$ cat config.mk
export PLATFORM = sky130hd
export DESIGN_NAME = yuv_to_bgr_pixel_pair_unit
export DESIGN_NICKNAME = d
export VERILOG_FILES = /design/src/design/ybgr_pkg.sv /design/src/design/yuv_to_bgr_pixel_pair_unit.sv
export SDC_FILE = /design/constraint.sdc
export NUM_CORES = 2
export LEC_CHECK = 0
export ABC_AREA = 0
export BUFFER_PORTS_ARGS = -buffer_cell sky130_fd_sc_hd__buf_2
export CORE_ASPECT_RATIO = 1.25
export CORE_MARGIN = 1.5
export CORE_UTILIZATION = 50
export DETAILED_ROUTE_END_ITERATION = 12
export PLACE_DENSITY = 0.63
export SLEW_MARGIN = 10
export SYNTH_ARGS = -nofsm -noshare
export SYNTH_HDL_FRONTEND = slang
export SYNTH_SLANG_ARGS = --single-unit
$ cat constraint.sdc
create_clock -name clk_i -period 8.3 [get_ports clk_i]
set_input_delay 0.415 -clock clk_i [delete_from_list [all_inputs] [get_ports clk_i]]
set_output_delay 0.415 -clock clk_i [all_outputs]
set_load 0.02 [all_outputs]
$ cat src/design/ybgr_pkg.sv
// Types, widths and coefficient tables for the YUV to BGR pixel pair unit.
// No dependencies; imported by yuv_to_bgr_pixel_pair_unit, yuv_bgr_pair_checker and the testbench.
package ybgr_pkg;

  // Fixed-point format of the conversion coefficients
  localparam int COEFF_FRAC_BITS = 16;
  localparam int COEFF_W         = COEFF_FRAC_BITS + 3;  // sign + up to 2.x
  localparam int SAMPLE_W        = 9;                    // signed luma or chroma
  localparam int PROD_W          = COEFF_W + SAMPLE_W;
  localparam int ACC_W           = PROD_W + 2;           // sum of three products
  localparam int NUM_MATRICES    = 3;
  localparam int NUM_COEFFS      = 7;

  typedef enum logic [1:0] {
    MAT_JPEG      = 2'd0,
    MAT_SMPTE170M = 2'd1,
    MAT_REC709    = 2'd2
  } matrix_e;

  typedef logic signed [COEFF_W-1:0] coeff_t;

  typedef struct packed {
    coeff_t ry;
    coeff_t rv;
    coeff_t gy;
    coeff_t gu;
    coeff_t gv;
    coeff_t by;
    coeff_t bu;
  } coeff_set_t;

  typedef struct packed {
    logic [7:0] luma_first;
    logic [7:0] luma_second;
    logic [7:0] cb_first;
    logic [7:0] cr_first;
    logic [7:0] cb_second;
    logic [7:0] cr_second;
  } yuv_pair_t;

  typedef struct packed {
    logic [7:0] blue_first;
    logic [7:0] green_first;
    logic [7:0] red_first;
    logic [7:0] blue_second;
    logic [7:0] green_second;
    logic [7:0] red_second;
  } bgr_pair_t;

  // Matrix coefficients in thousandths: ry, rv, gy, gu, gv, by, bu
  localparam int MILLI_COEFFS [NUM_MATRICES][NUM_COEFFS] = '{
    '{1000, 1402, 1000, -344, -714, 1000, 1772},
    '{1164, 1596, 1164, -392, -813, 1164, 2017},
    '{1164, 1793, 1164, -213, -533, 1164, 2112}
  };

  // Round a value in thousandths to fixed point, halves away from zero
  function automatic longint to_fixed(int milli);
    longint scale;
    scale = longint'(1) << COEFF_FRAC_BITS;
    if (milli < 0) begin
      return -((longint'(-milli) * scale + 500) / 1000);
    end
    return (longint'(milli) * scale + 500) / 1000;
  endfunction

  function automatic coeff_set_t make_coeff_set(int m);
    coeff_set_t c;
    c.ry = COEFF_W'(to_fixed(MILLI_COEFFS[m][0]));
    c.rv = COEFF_W'(to_fixed(MILLI_COEFFS[m][1]));
    c.gy = COEFF_W'(to_fixed(MILLI_COEFFS[m][2]));
    c.gu = COEFF_W'(to_fixed(MILLI_COEFFS[m][3]));
    c.gv = COEFF_W'(to_fixed(MILLI_COEFFS[m][4]));
    c.by = COEFF_W'(to_fixed(MILLI_COEFFS[m][5]));
    c.bu = COEFF_W'(to_fixed(MILLI_COEFFS[m][6]));
    return c;
  endfunction

  localparam coeff_set_t COEFFS_JPEG      = make_coeff_set(0);
  localparam coeff_set_t COEFFS_SMPTE170M = make_coeff_set(1);
  localparam coeff_set_t COEFFS_REC709    = make_coeff_set(2);

endpackage

$ cat src/design/yuv_to_bgr_pixel_pair_unit.sv
// YUV to BGR conversion of one pixel pair per clock, four register stages.
// An accepted pair passes the capture, multiply, sum and clamp registers and
// then shows on bgr_o with result_valid_o. Throughput: one pair per cycle;
// busy stays low since the receiver cannot stall and every stage advances
// each cycle.
// Reset: asynchronous, active low; clears stage valid bits and sets the
// matrix select to full-range JPEG. Depends on ybgr_pkg.
module yuv_to_bgr_pixel_pair_unit import ybgr_pkg::*; (
  input  logic       clk_i,
  input  logic       rst_ni,
  // configuration write channel
  input  logic       cfg_valid_i,
  output logic       cfg_ready_o,
  input  logic [1:0] cfg_data_i,
  // command side
  input  logic       start,
  output logic       busy,
  input  yuv_pair_t  pixels_i,
  // result side
  output logic       result_valid_o,
  output bgr_pair_t  bgr_o
);

  localparam int LANES = 2;

  logic [1:0] matrix_select_q;
  coeff_set_t coeff_sel;
  logic       accept;

  logic v1_q, v2_q, v3_q, v4_q;

  // stage 1: samples and coefficients
  coeff_set_t                  coeff_q;
  logic signed [SAMPLE_W-1:0]  y_d [LANES];
  logic signed [SAMPLE_W-1:0]  u_d [LANES];
  logic signed [SAMPLE_W-1:0]  v_d [LANES];
  logic signed [SAMPLE_W-1:0]  y_q [LANES];
  logic signed [SAMPLE_W-1:0]  u_q [LANES];
  logic signed [SAMPLE_W-1:0]  v_q [LANES];

  // stage 2: products
  logic signed [PROD_W-1:0] p_ry_q [LANES];
  logic signed [PROD_W-1:0] p_rv_q [LANES];
  logic signed [PROD_W-1:0] p_gy_q [LANES];
  logic signed [PROD_W-1:0] p_gu_q [LANES];
  logic signed [PROD_W-1:0] p_gv_q [LANES];
  logic signed [PROD_W-1:0] p_by_q [LANES];
  logic signed [PROD_W-1:0] p_bu_q [LANES];

  // stage 3: sums
  logic signed [ACC_W-1:0] acc_r_q [LANES];
  logic signed [ACC_W-1:0] acc_g_q [LANES];
  logic signed [ACC_W-1:0] acc_b_q [LANES];

  // stage 4: clamped colors
  logic [7:0] red_d   [LANES];
  logic [7:0] green_d [LANES];
  logic [7:0] blue_d  [LANES];
  logic [7:0] red_q   [LANES];
  logic [7:0] green_q [LANES];
  logic [7:0] blue_q  [LANES];

  // Floor to integer and clamp to 0..255
  function automatic logic [7:0] floor_clamp(logic signed [ACC_W-1:0] acc);
    if (acc[ACC_W-1]) begin
      return 8'd0;
    end
    if (|acc[ACC_W-2:COEFF_FRAC_BITS+8]) begin
      return 8'hFF;
    end
    return acc[COEFF_FRAC_BITS+7:COEFF_FRAC_BITS];
  endfunction

  assign accept      = start && !busy;
  assign busy        = 1'b0;
  assign cfg_ready_o = 1'b1;

  // Hold the matrix select; user must write it only while idle, not enforced here
  always_ff @(posedge clk_i or negedge rst_ni) begin
    if (!rst_ni) begin
      matrix_select_q <= MAT_JPEG;
    end else if (cfg_valid_i && cfg_ready_o) begin
      matrix_select_q <= cfg_data_i;
    end
  end

  // Pick the coefficient set; the unused code falls back to JPEG
  always_comb begin
    case (matrix_e'(matrix_select_q))
      MAT_SMPTE170M: coeff_sel = COEFFS_SMPTE170M;
      MAT_REC709:    coeff_sel = COEFFS_REC709;
      default:       coeff_sel = COEFFS_JPEG;
    endcase
  end

  // Remove the chroma offset and zero-extend the samples to the signed sample width
  always_comb begin
    y_d[0] = $signed({1'b0, pixels_i.luma_first});
    y_d[1] = $signed({1'b0, pixels_i.luma_second});
    u_d[0] = $signed({1'b0, pixels_i.cb_first})  - $signed(SAMPLE_W'(128));
    v_d[0] = $signed({1'b0, pixels_i.cr_first})  - $signed(SAMPLE_W'(128));
    u_d[1] = $signed({1'b0, pixels_i.cb_second}) - $signed(SAMPLE_W'(128));
    v_d[1] = $signed({1'b0, pixels_i.cr_second}) - $signed(SAMPLE_W'(128));
  end

  // Advance the valid bits one stage per cycle
  always_ff @(posedge clk_i or negedge rst_ni) begin
    if (!rst_ni) begin
      v1_q <= 1'b0;
      v2_q <= 1'b0;
      v3_q <= 1'b0;
      v4_q <= 1'b0;
    end else begin
      v1_q <= accept;
      v2_q <= v1_q;
      v3_q <= v2_q;
      v4_q <= v3_q;
    end
  end

  // Payload stages: capture, multiply, sum, clamp
  always_ff @(posedge clk_i) begin
    if (accept) begin
      coeff_q <= coeff_sel;
    end
    for (int i = 0; i < LANES; i++) begin
      if (accept) begin
        y_q[i] <= y_d[i];
        u_q[i] <= u_d[i];
        v_q[i] <= v_d[i];
      end
      if (v1_q) begin
        p_ry_q[i] <= PROD_W'(coeff_q.ry) * PROD_W'(y_q[i]);
        p_rv_q[i] <= PROD_W'(coeff_q.rv) * PROD_W'(v_q[i]);
        p_gy_q[i] <= PROD_W'(coeff_q.gy) * PROD_W'(y_q[i]);
        p_gu_q[i] <= PROD_W'(coeff_q.gu) * PROD_W'(u_q[i]);
        p_gv_q[i] <= PROD_W'(coeff_q.gv) * PROD_W'(v_q[i]);
        p_by_q[i] <= PROD_W'(coeff_q.by) * PROD_W'(y_q[i]);
        p_bu_q[i] <= PROD_W'(coeff_q.bu) * PROD_W'(u_q[i]);
      end
      if (v2_q) begin
        acc_r_q[i] <= ACC_W'(p_ry_q[i]) + ACC_W'(p_rv_q[i]);
        acc_g_q[i] <= ACC_W'(p_gy_q[i]) + ACC_W'(p_gu_q[i]) + ACC_W'(p_gv_q[i]);
        acc_b_q[i] <= ACC_W'(p_by_q[i]) + ACC_W'(p_bu_q[i]);
      end
      if (v3_q) begin
        red_q[i]   <= red_d[i];
        green_q[i] <= green_d[i];
        blue_q[i]  <= blue_d[i];
      end
    end
  end

  always_comb begin
    for (int i = 0; i < LANES; i++) begin
      red_d[i]   = floor_clamp(acc_r_q[i]);
      green_d[i] = floor_clamp(acc_g_q[i]);
      blue_d[i]  = floor_clamp(acc_b_q[i]);
    end
  end

  assign result_valid_o      = v4_q;
  assign bgr_o.blue_first    = blue_q[0];
  assign bgr_o.green_first   = green_q[0];
  assign bgr_o.red_first     = red_q[0];
  assign bgr_o.blue_second   = blue_q[1];
  assign bgr_o.green_second  = green_q[1];
  assign bgr_o.red_second    = red_q[1];

  // Every accepted pair produces a result on result_valid_o
  a_result_follows_start : assert property (@(posedge clk_i) disable iff (!rst_ni)
    accept |-> ##4 result_valid_o)
    else $error("accepted pair produced no result");

  a_no_spurious_result : assert property (@(posedge clk_i) disable iff (!rst_ni)
    result_valid_o |-> $past(accept, 4))
    else $error("result without an accepted pair");

  // A negative red sum of the first pixel clamps to zero
  a_negative_clamps : assert property (@(posedge clk_i) disable iff (!rst_ni)
    (v3_q && acc_r_q[0][ACC_W-1]) |=> (bgr_o.red_first == 8'd0))
    else $error("negative red sum not clamped to zero");

  // A configuration transfer updates the matrix select
  a_cfg_write : assert property (@(posedge clk_i) disable iff (!rst_ni)
    cfg_valid_i |=> (matrix_select_q == $past(cfg_data_i)))
    else $error("configuration transfer not taken");

endmodule

# == After elaboration in Yosys (flattened, before gate mapping) ==
# Memory sizes are Yosys's and may differ from the RTL's.
# Cells that the tools add are included.
# totals
n_memories,16
wordCells,113
reg_bits,137
mem_bits_rw,672
output_inout_bits,51
# memory_table
memory,depth,word_bits,rd,rd_clocked_by_memory_dff,write_ports,line_no,source
acc_b_q,2,30,2,0,2,yuv_to_bgr_pixel_pair_unit.sv:53,logic signed [ACC_W-1:0] acc_b_q [LANES];
acc_g_q,2,30,2,0,2,yuv_to_bgr_pixel_pair_unit.sv:52,logic signed [ACC_W-1:0] acc_g_q [LANES];
acc_r_q,2,30,2,0,2,yuv_to_bgr_pixel_pair_unit.sv:51,logic signed [ACC_W-1:0] acc_r_q [LANES];
p_bu_q,2,28,2,0,2,yuv_to_bgr_pixel_pair_unit.sv:48,logic signed [PROD_W-1:0] p_bu_q [LANES];
p_by_q,2,28,2,0,2,yuv_to_bgr_pixel_pair_unit.sv:47,logic signed [PROD_W-1:0] p_by_q [LANES];
p_gu_q,2,28,2,0,2,yuv_to_bgr_pixel_pair_unit.sv:45,logic signed [PROD_W-1:0] p_gu_q [LANES];
+10 memories,n/a,n/a,n/a,n/a,n/a,n/a,
# classes
n_reduce_logical,6
mux,51
add_sub_neg,12
eq_ne,2
n_mul,14
# ops
cell,count
19-bit by 9-bit multiplier with 28-bit output,12
128-bit one-hot mux with 2 select lines,1
8-bit 2-to-1 mux,24
28-bit by 28-bit adder with 29-bit output,6
29-bit by 28-bit adder with 30-bit output,2
18-bit by 9-bit multiplier with 27-bit output,2
8-bit by 8-bit subtractor with 9-bit output (second input constant),4
5-bit OR reduction,6
1-bit 2-to-1 mux,26
2-bit by 1-bit equality test with 1-bit output (second input constant),1
2-bit equality test (second input constant),1

# == Logic depth before layout (Yosys ltp) ==
# An unclocked memory read counts as a cell.
# logic_depth
ltp_word,6
mapped_depth,26

# == Worst setup path after synthesis ==
# No wires, ideal clock.
# synth_timing
path_type,reg-to-reg
startpoint,register v1_q
endpoint,register v2_q
setup_ns,0.704
path_slack_ns,1.979
arrival_time_ns,5.617
path_stages_with_launch,1
n_path_buf,0
path_cell_list,dfrtp_1
# synth_lines
item,line_no,source
from (decl),yuv_to_bgr_pixel_pair_unit.sv:30,"logic v1_q, v2_q, v3_q, v4_q;"
from (signal assigned),yuv_to_bgr_pixel_pair_unit.sv:114,v1_q <= accept;
to (signal assigned),yuv_to_bgr_pixel_pair_unit.sv:115,v2_q <= v1_q;
to (decl),yuv_to_bgr_pixel_pair_unit.sv:30,
# No word-level cell between the ends.

==> run summary <==
The mapped netlist covers 58600 µm². The final route contains 38100 vias. Synthesis instantiated 77 different standard cells from the library.

The initialized floorplan defines 140 standard-cell rows. The most used flip-flop cell after synthesis is sky130_fd_sc_hd__edfxtp_1. Compared with the post-synthesis result, the final layout area differs by 8.10%. After synthesis the netlist holds a flip-flop and latch count of 450. Clock-pin slew was measured on the worst setup and hold paths at 0.06 ns.

After layout, the worst setup slack is 1.24 ns. The die covers 119000 µm². The tools report the total global routing track utilization as 0.265. TritonCTS built the clock tree. The die is 309 µm wide.

The number of antenna violations at the first check in global routing came out at 2. The top achievable clock speed is 0.142 GHz, and the number of instances on the worst hold path is 1. The largest single stage delay on the critical path is 1.11 ns. The final setup violation count was 0; the fraction of registers with async set/reset was 0.0133. The number of cells on the worst reg-to-reg path is 20. For the number of filler instances in the final layout, the log shows 10300. At the pin with the least slew margin, the transition time is 1.15 ns. CTS built an H-tree with a depth of 2. In the layout the commonest cells are sky130_fd_sc_hd__inv_1, sky130_fd_sc_hd__ha_1, sky130_fd_sc_hd__fa_1. The average instance area after synthesis works out to 11.1 µm². The layout cell share with drive strength beyond 1 works out to 0.0473. The global-route wire length before repair was 236000 µm. The clock net in this run drives a total of 450 sinks. After routing, the total negative slack on setup checks comes to 0 ns. The synthesized netlist net count was 7150; the chip height was 386 µm.

The worst path required time was 8.67 ns. The cell sitting at the root of the clock tree is a sky130_fd_sc_hd__clkbuf_16. For the worst setup path, the data arrival time is 7.43 ns.

The routed design could run at a clock period as short as 7.06 ns. In this run the remaining antenna-violating nets after routing total 0. Floorplan core area: 116000 µm². The flow ran to the end, and the final reports show no timing, DRC or antenna violations. The via density per instance works out to 5.40.

Hold is met by 0.0430 ns. The worst setup path is launched from a flop. Number of max-cap violations: 0. The most frequent cell on the critical path was sky130_fd_sc_hd__fa_1. Setup repair after global routing left no endpoint under its margin. The run gives 0.504 as the starting density of the core.

For the total count of hold-check failures in the final report, the log shows 0. The critical-path maximum fanout came out at 24. The logs give 0 for the number of slew-limit violations in the final report and 152000 µm for the total wire length after detailed routing. The logs give 50 for the number of buffers created by CTS and 0 for the count of warnings emitted by yosys.

Traced cell by cell, the critical path runs through buf_12 > nand2_1 > inv_1 > ha_1 > inv_1 > fa_1 > inv_1 > fa_1 > fa_1 > fa_1 > ha_1 > and2_1 > a311o_1 > o311ai_1 > a211o_1 > o21ai_1 > or4_1 > a31oi_1 > o21ai_1 > xor2_1. Input and output buffers added on the ports amount to 102. The net count of the finished layout is 7331. The path type of the worst min-delay path was input port to flop.

The tools report the worst hold path endpoint as v_q[0][12]$_DFFE_PP_. The library cell used most frequently in the layout, excluding fill and tap cells, is sky130_fd_sc_hd__inv_1. Slowest cell on the critical path: sky130_fd_sc_hd__edfxtp_1. Share of synthesized area occupied by flip-flops and latches: 0.230. Startpoint of the most critical register-to-register path: coeff_q[106]$_SDFFCE_PP0P_. The sum of net half-perimeters after detailed placement came out at 130000 µm.

STA classifies the critical path endpoint as a flop. 105 I/O pins were placed. The worst clock skew on the final layout was 0.0248 ns; the number of synthesized flops with an enable pin was 444. In this run the post-CTS setup repair buffer count came out at 0. Kind of critical path: flop to flop. At the end of routability-driven placement, the weighted congestion stood at 0.991. The final clock period utilization by the worst path was 0.850.

The cell count after synthesis came out at 5281. Largest net degree at the start of global routing: 85. The tools report the worst setup slack for register-to-register paths as 1.24 ns.

For this block, the initial DRC count from the detailed router was 1910. Dividing the detail-routed wire length by the instance count gives 21.6 µm. For this run the aggregate overflow at the end of global routing stands at 0. Number of global-route vias before repair: 40700. In this run the most critical hold path is launched from pixels_i[3]. The logs give 1.29 ns for the worst setup slack after placement and 0.231 for the headroom to the max-slew limit. For the number of DRC violations after detailed routing, the log shows 0. The length of the first detailed-routing pass in iterations was 5; the clock latency on the worst-skew pair was 0.65 ns. The tools report the endpoint of the most critical register-to-register path as p_rv_q[0][52]$_DFFE_PP_. For the maximum root-to-sink buffer count, the log shows 3.
[cell usage after synthesis (all sizes together), types with 33 or more instances]
| master | instances | share of area |
|---|---|---|
| and2 | 104 | 0.011 |
| xnor2 | 201 | 0.030 |
| nand2 | 215 | 0.014 |
| nor3 | 74 | 0.0063 |
| edfxtp | 444 | 0.23 |
| a21o | 117 | 0.015 |
| ha | 913 | 0.20 |
| fa | 902 | 0.31 |
| o21bai | 33 | 0.0042 |
| inv | 1039 | 0.067 |
| nor2b | 35 | 0.0037 |
| clkbuf | 50 | 0.0032 |
| xor2 | 63 | 0.0094 |
| o21ai | 97 | 0.0084 |
| nand3 | 59 | 0.0050 |
| nor2 | 316 | 0.020 |
| a21oi | 204 | 0.017 |
[worst max-delay path: cells and delay by family (launching register included)]
kind / cells / cell delay [ns]
fa+ha+maj: 6 / 2.44
flops: 1 / 1.11
simple gates: 3 / 0.77
xor+xnor: 1 / 0.15
buf+inv: 4 / 0.84
compound gates: 6 / 1.44
[sequential cells by signal (all words and copies together), names as in the netlist, 2 cells and up]
name             count
green_q             16
p_gv_q              56
p_gu_q              56
p_rv_q              52
p_bu_q              52
matrix_select_q      2
blue_q              16
p_by_q              46
y_q                 16
u_q                 16
v_q                 16
acc_b_q             26
red_q               16
acc_g_q             28
acc_r_q             26
coeff_q              6
[stage by stage]
stage               utilization  area [µm²]  std cells
floorplan                     -       58600       5281
global placement          0.525       61100       6921
detailed placement        0.525       61100       6921
CTS                       0.544       63300       7064
global route              0.544       63300       7064
finish                    0.544       63300       7065
[how the worst max path moves through the flow]
stage	startpoint	depth (start not counted)	endpoint
3_5_place_dp	coeff_q[106]$_SDFFCE_PP0P_	20	p_rv_q[0][52]$_DFFE_PP_
5_1_grt	coeff_q[108]$_DFFE_PP_	20	p_rv_q[0][52]$_DFFE_PP_
2_1_floorplan	v1_q$_DFF_PN0_	0	v2_q$_DFF_PN0_
4_1_cts	coeff_q[106]$_SDFFCE_PP0P_	20	p_rv_q[0][52]$_DFFE_PP_
6_report	coeff_q[106]$_SDFFCE_PP0P_	20	p_rv_q[0][52]$_DFFE_PP_
3_3_place_gp	coeff_q[106]$_SDFFCE_PP0P_	20	p_rv_q[0][52]$_DFFE_PP_
[final cells by class]
class / instances / area, µm² / area share
Antenna cell: 1 / 2.50 / 0.0000395
Clock buffer: 56 / 1290 / 0.0204
Clock inverter: 36 / 412 / 0.00650
Inverter: 1042 / 3910 / 0.0618
Multi-Input combinational cell: 3729 / 41000 / 0.647
Sequential cell: 450 / 13500 / 0.213
Tap cell: 1562 / 1950 / 0.0309
Timing Repair Buffer: 189 / 1310 / 0.0206
[layer usage]
| layer | part of all wire | up-vias | track usage |
|---|---|---|---|
| li1 | - | 17800 | - |
| met1 | 0.42 | 19100 | 0.343 |
| met2 | 0.49 | 892 | 0.455 |
| met3 | 0.051 | 265 | 0.0388 |
| met4 | 0.038 | 2 | 0.0920 |
| met5 | 0.00011 | - | 0 |
[logic make-up (layout without fill, tap and decap cells)]
logic type,after synthesis,in the layout,share of synthesized area
multiplexers,7,7,0.00122
XOR/XNOR,264,264,0.0395
adder cells (fa/ha/maj),1815,1815,0.503
other,2,3,0.000128
flip-flops,450,450,0.230
AND/OR/NAND/NOR,971,971,0.0792
buffers and inverters,1102,1323,0.0707
AO/OA/AOI/OAI,670,670,0.0758
[what timing repair did]
action	4_1_cts	5_1_grt
hold buffers	51	0
hold endpoints to repair	52	0
gates resized for setup	0	0
Power is left out: the tool's default activity adds up to more than one toggle a clock period on the data nets, which glitch-free logic cannot reach.
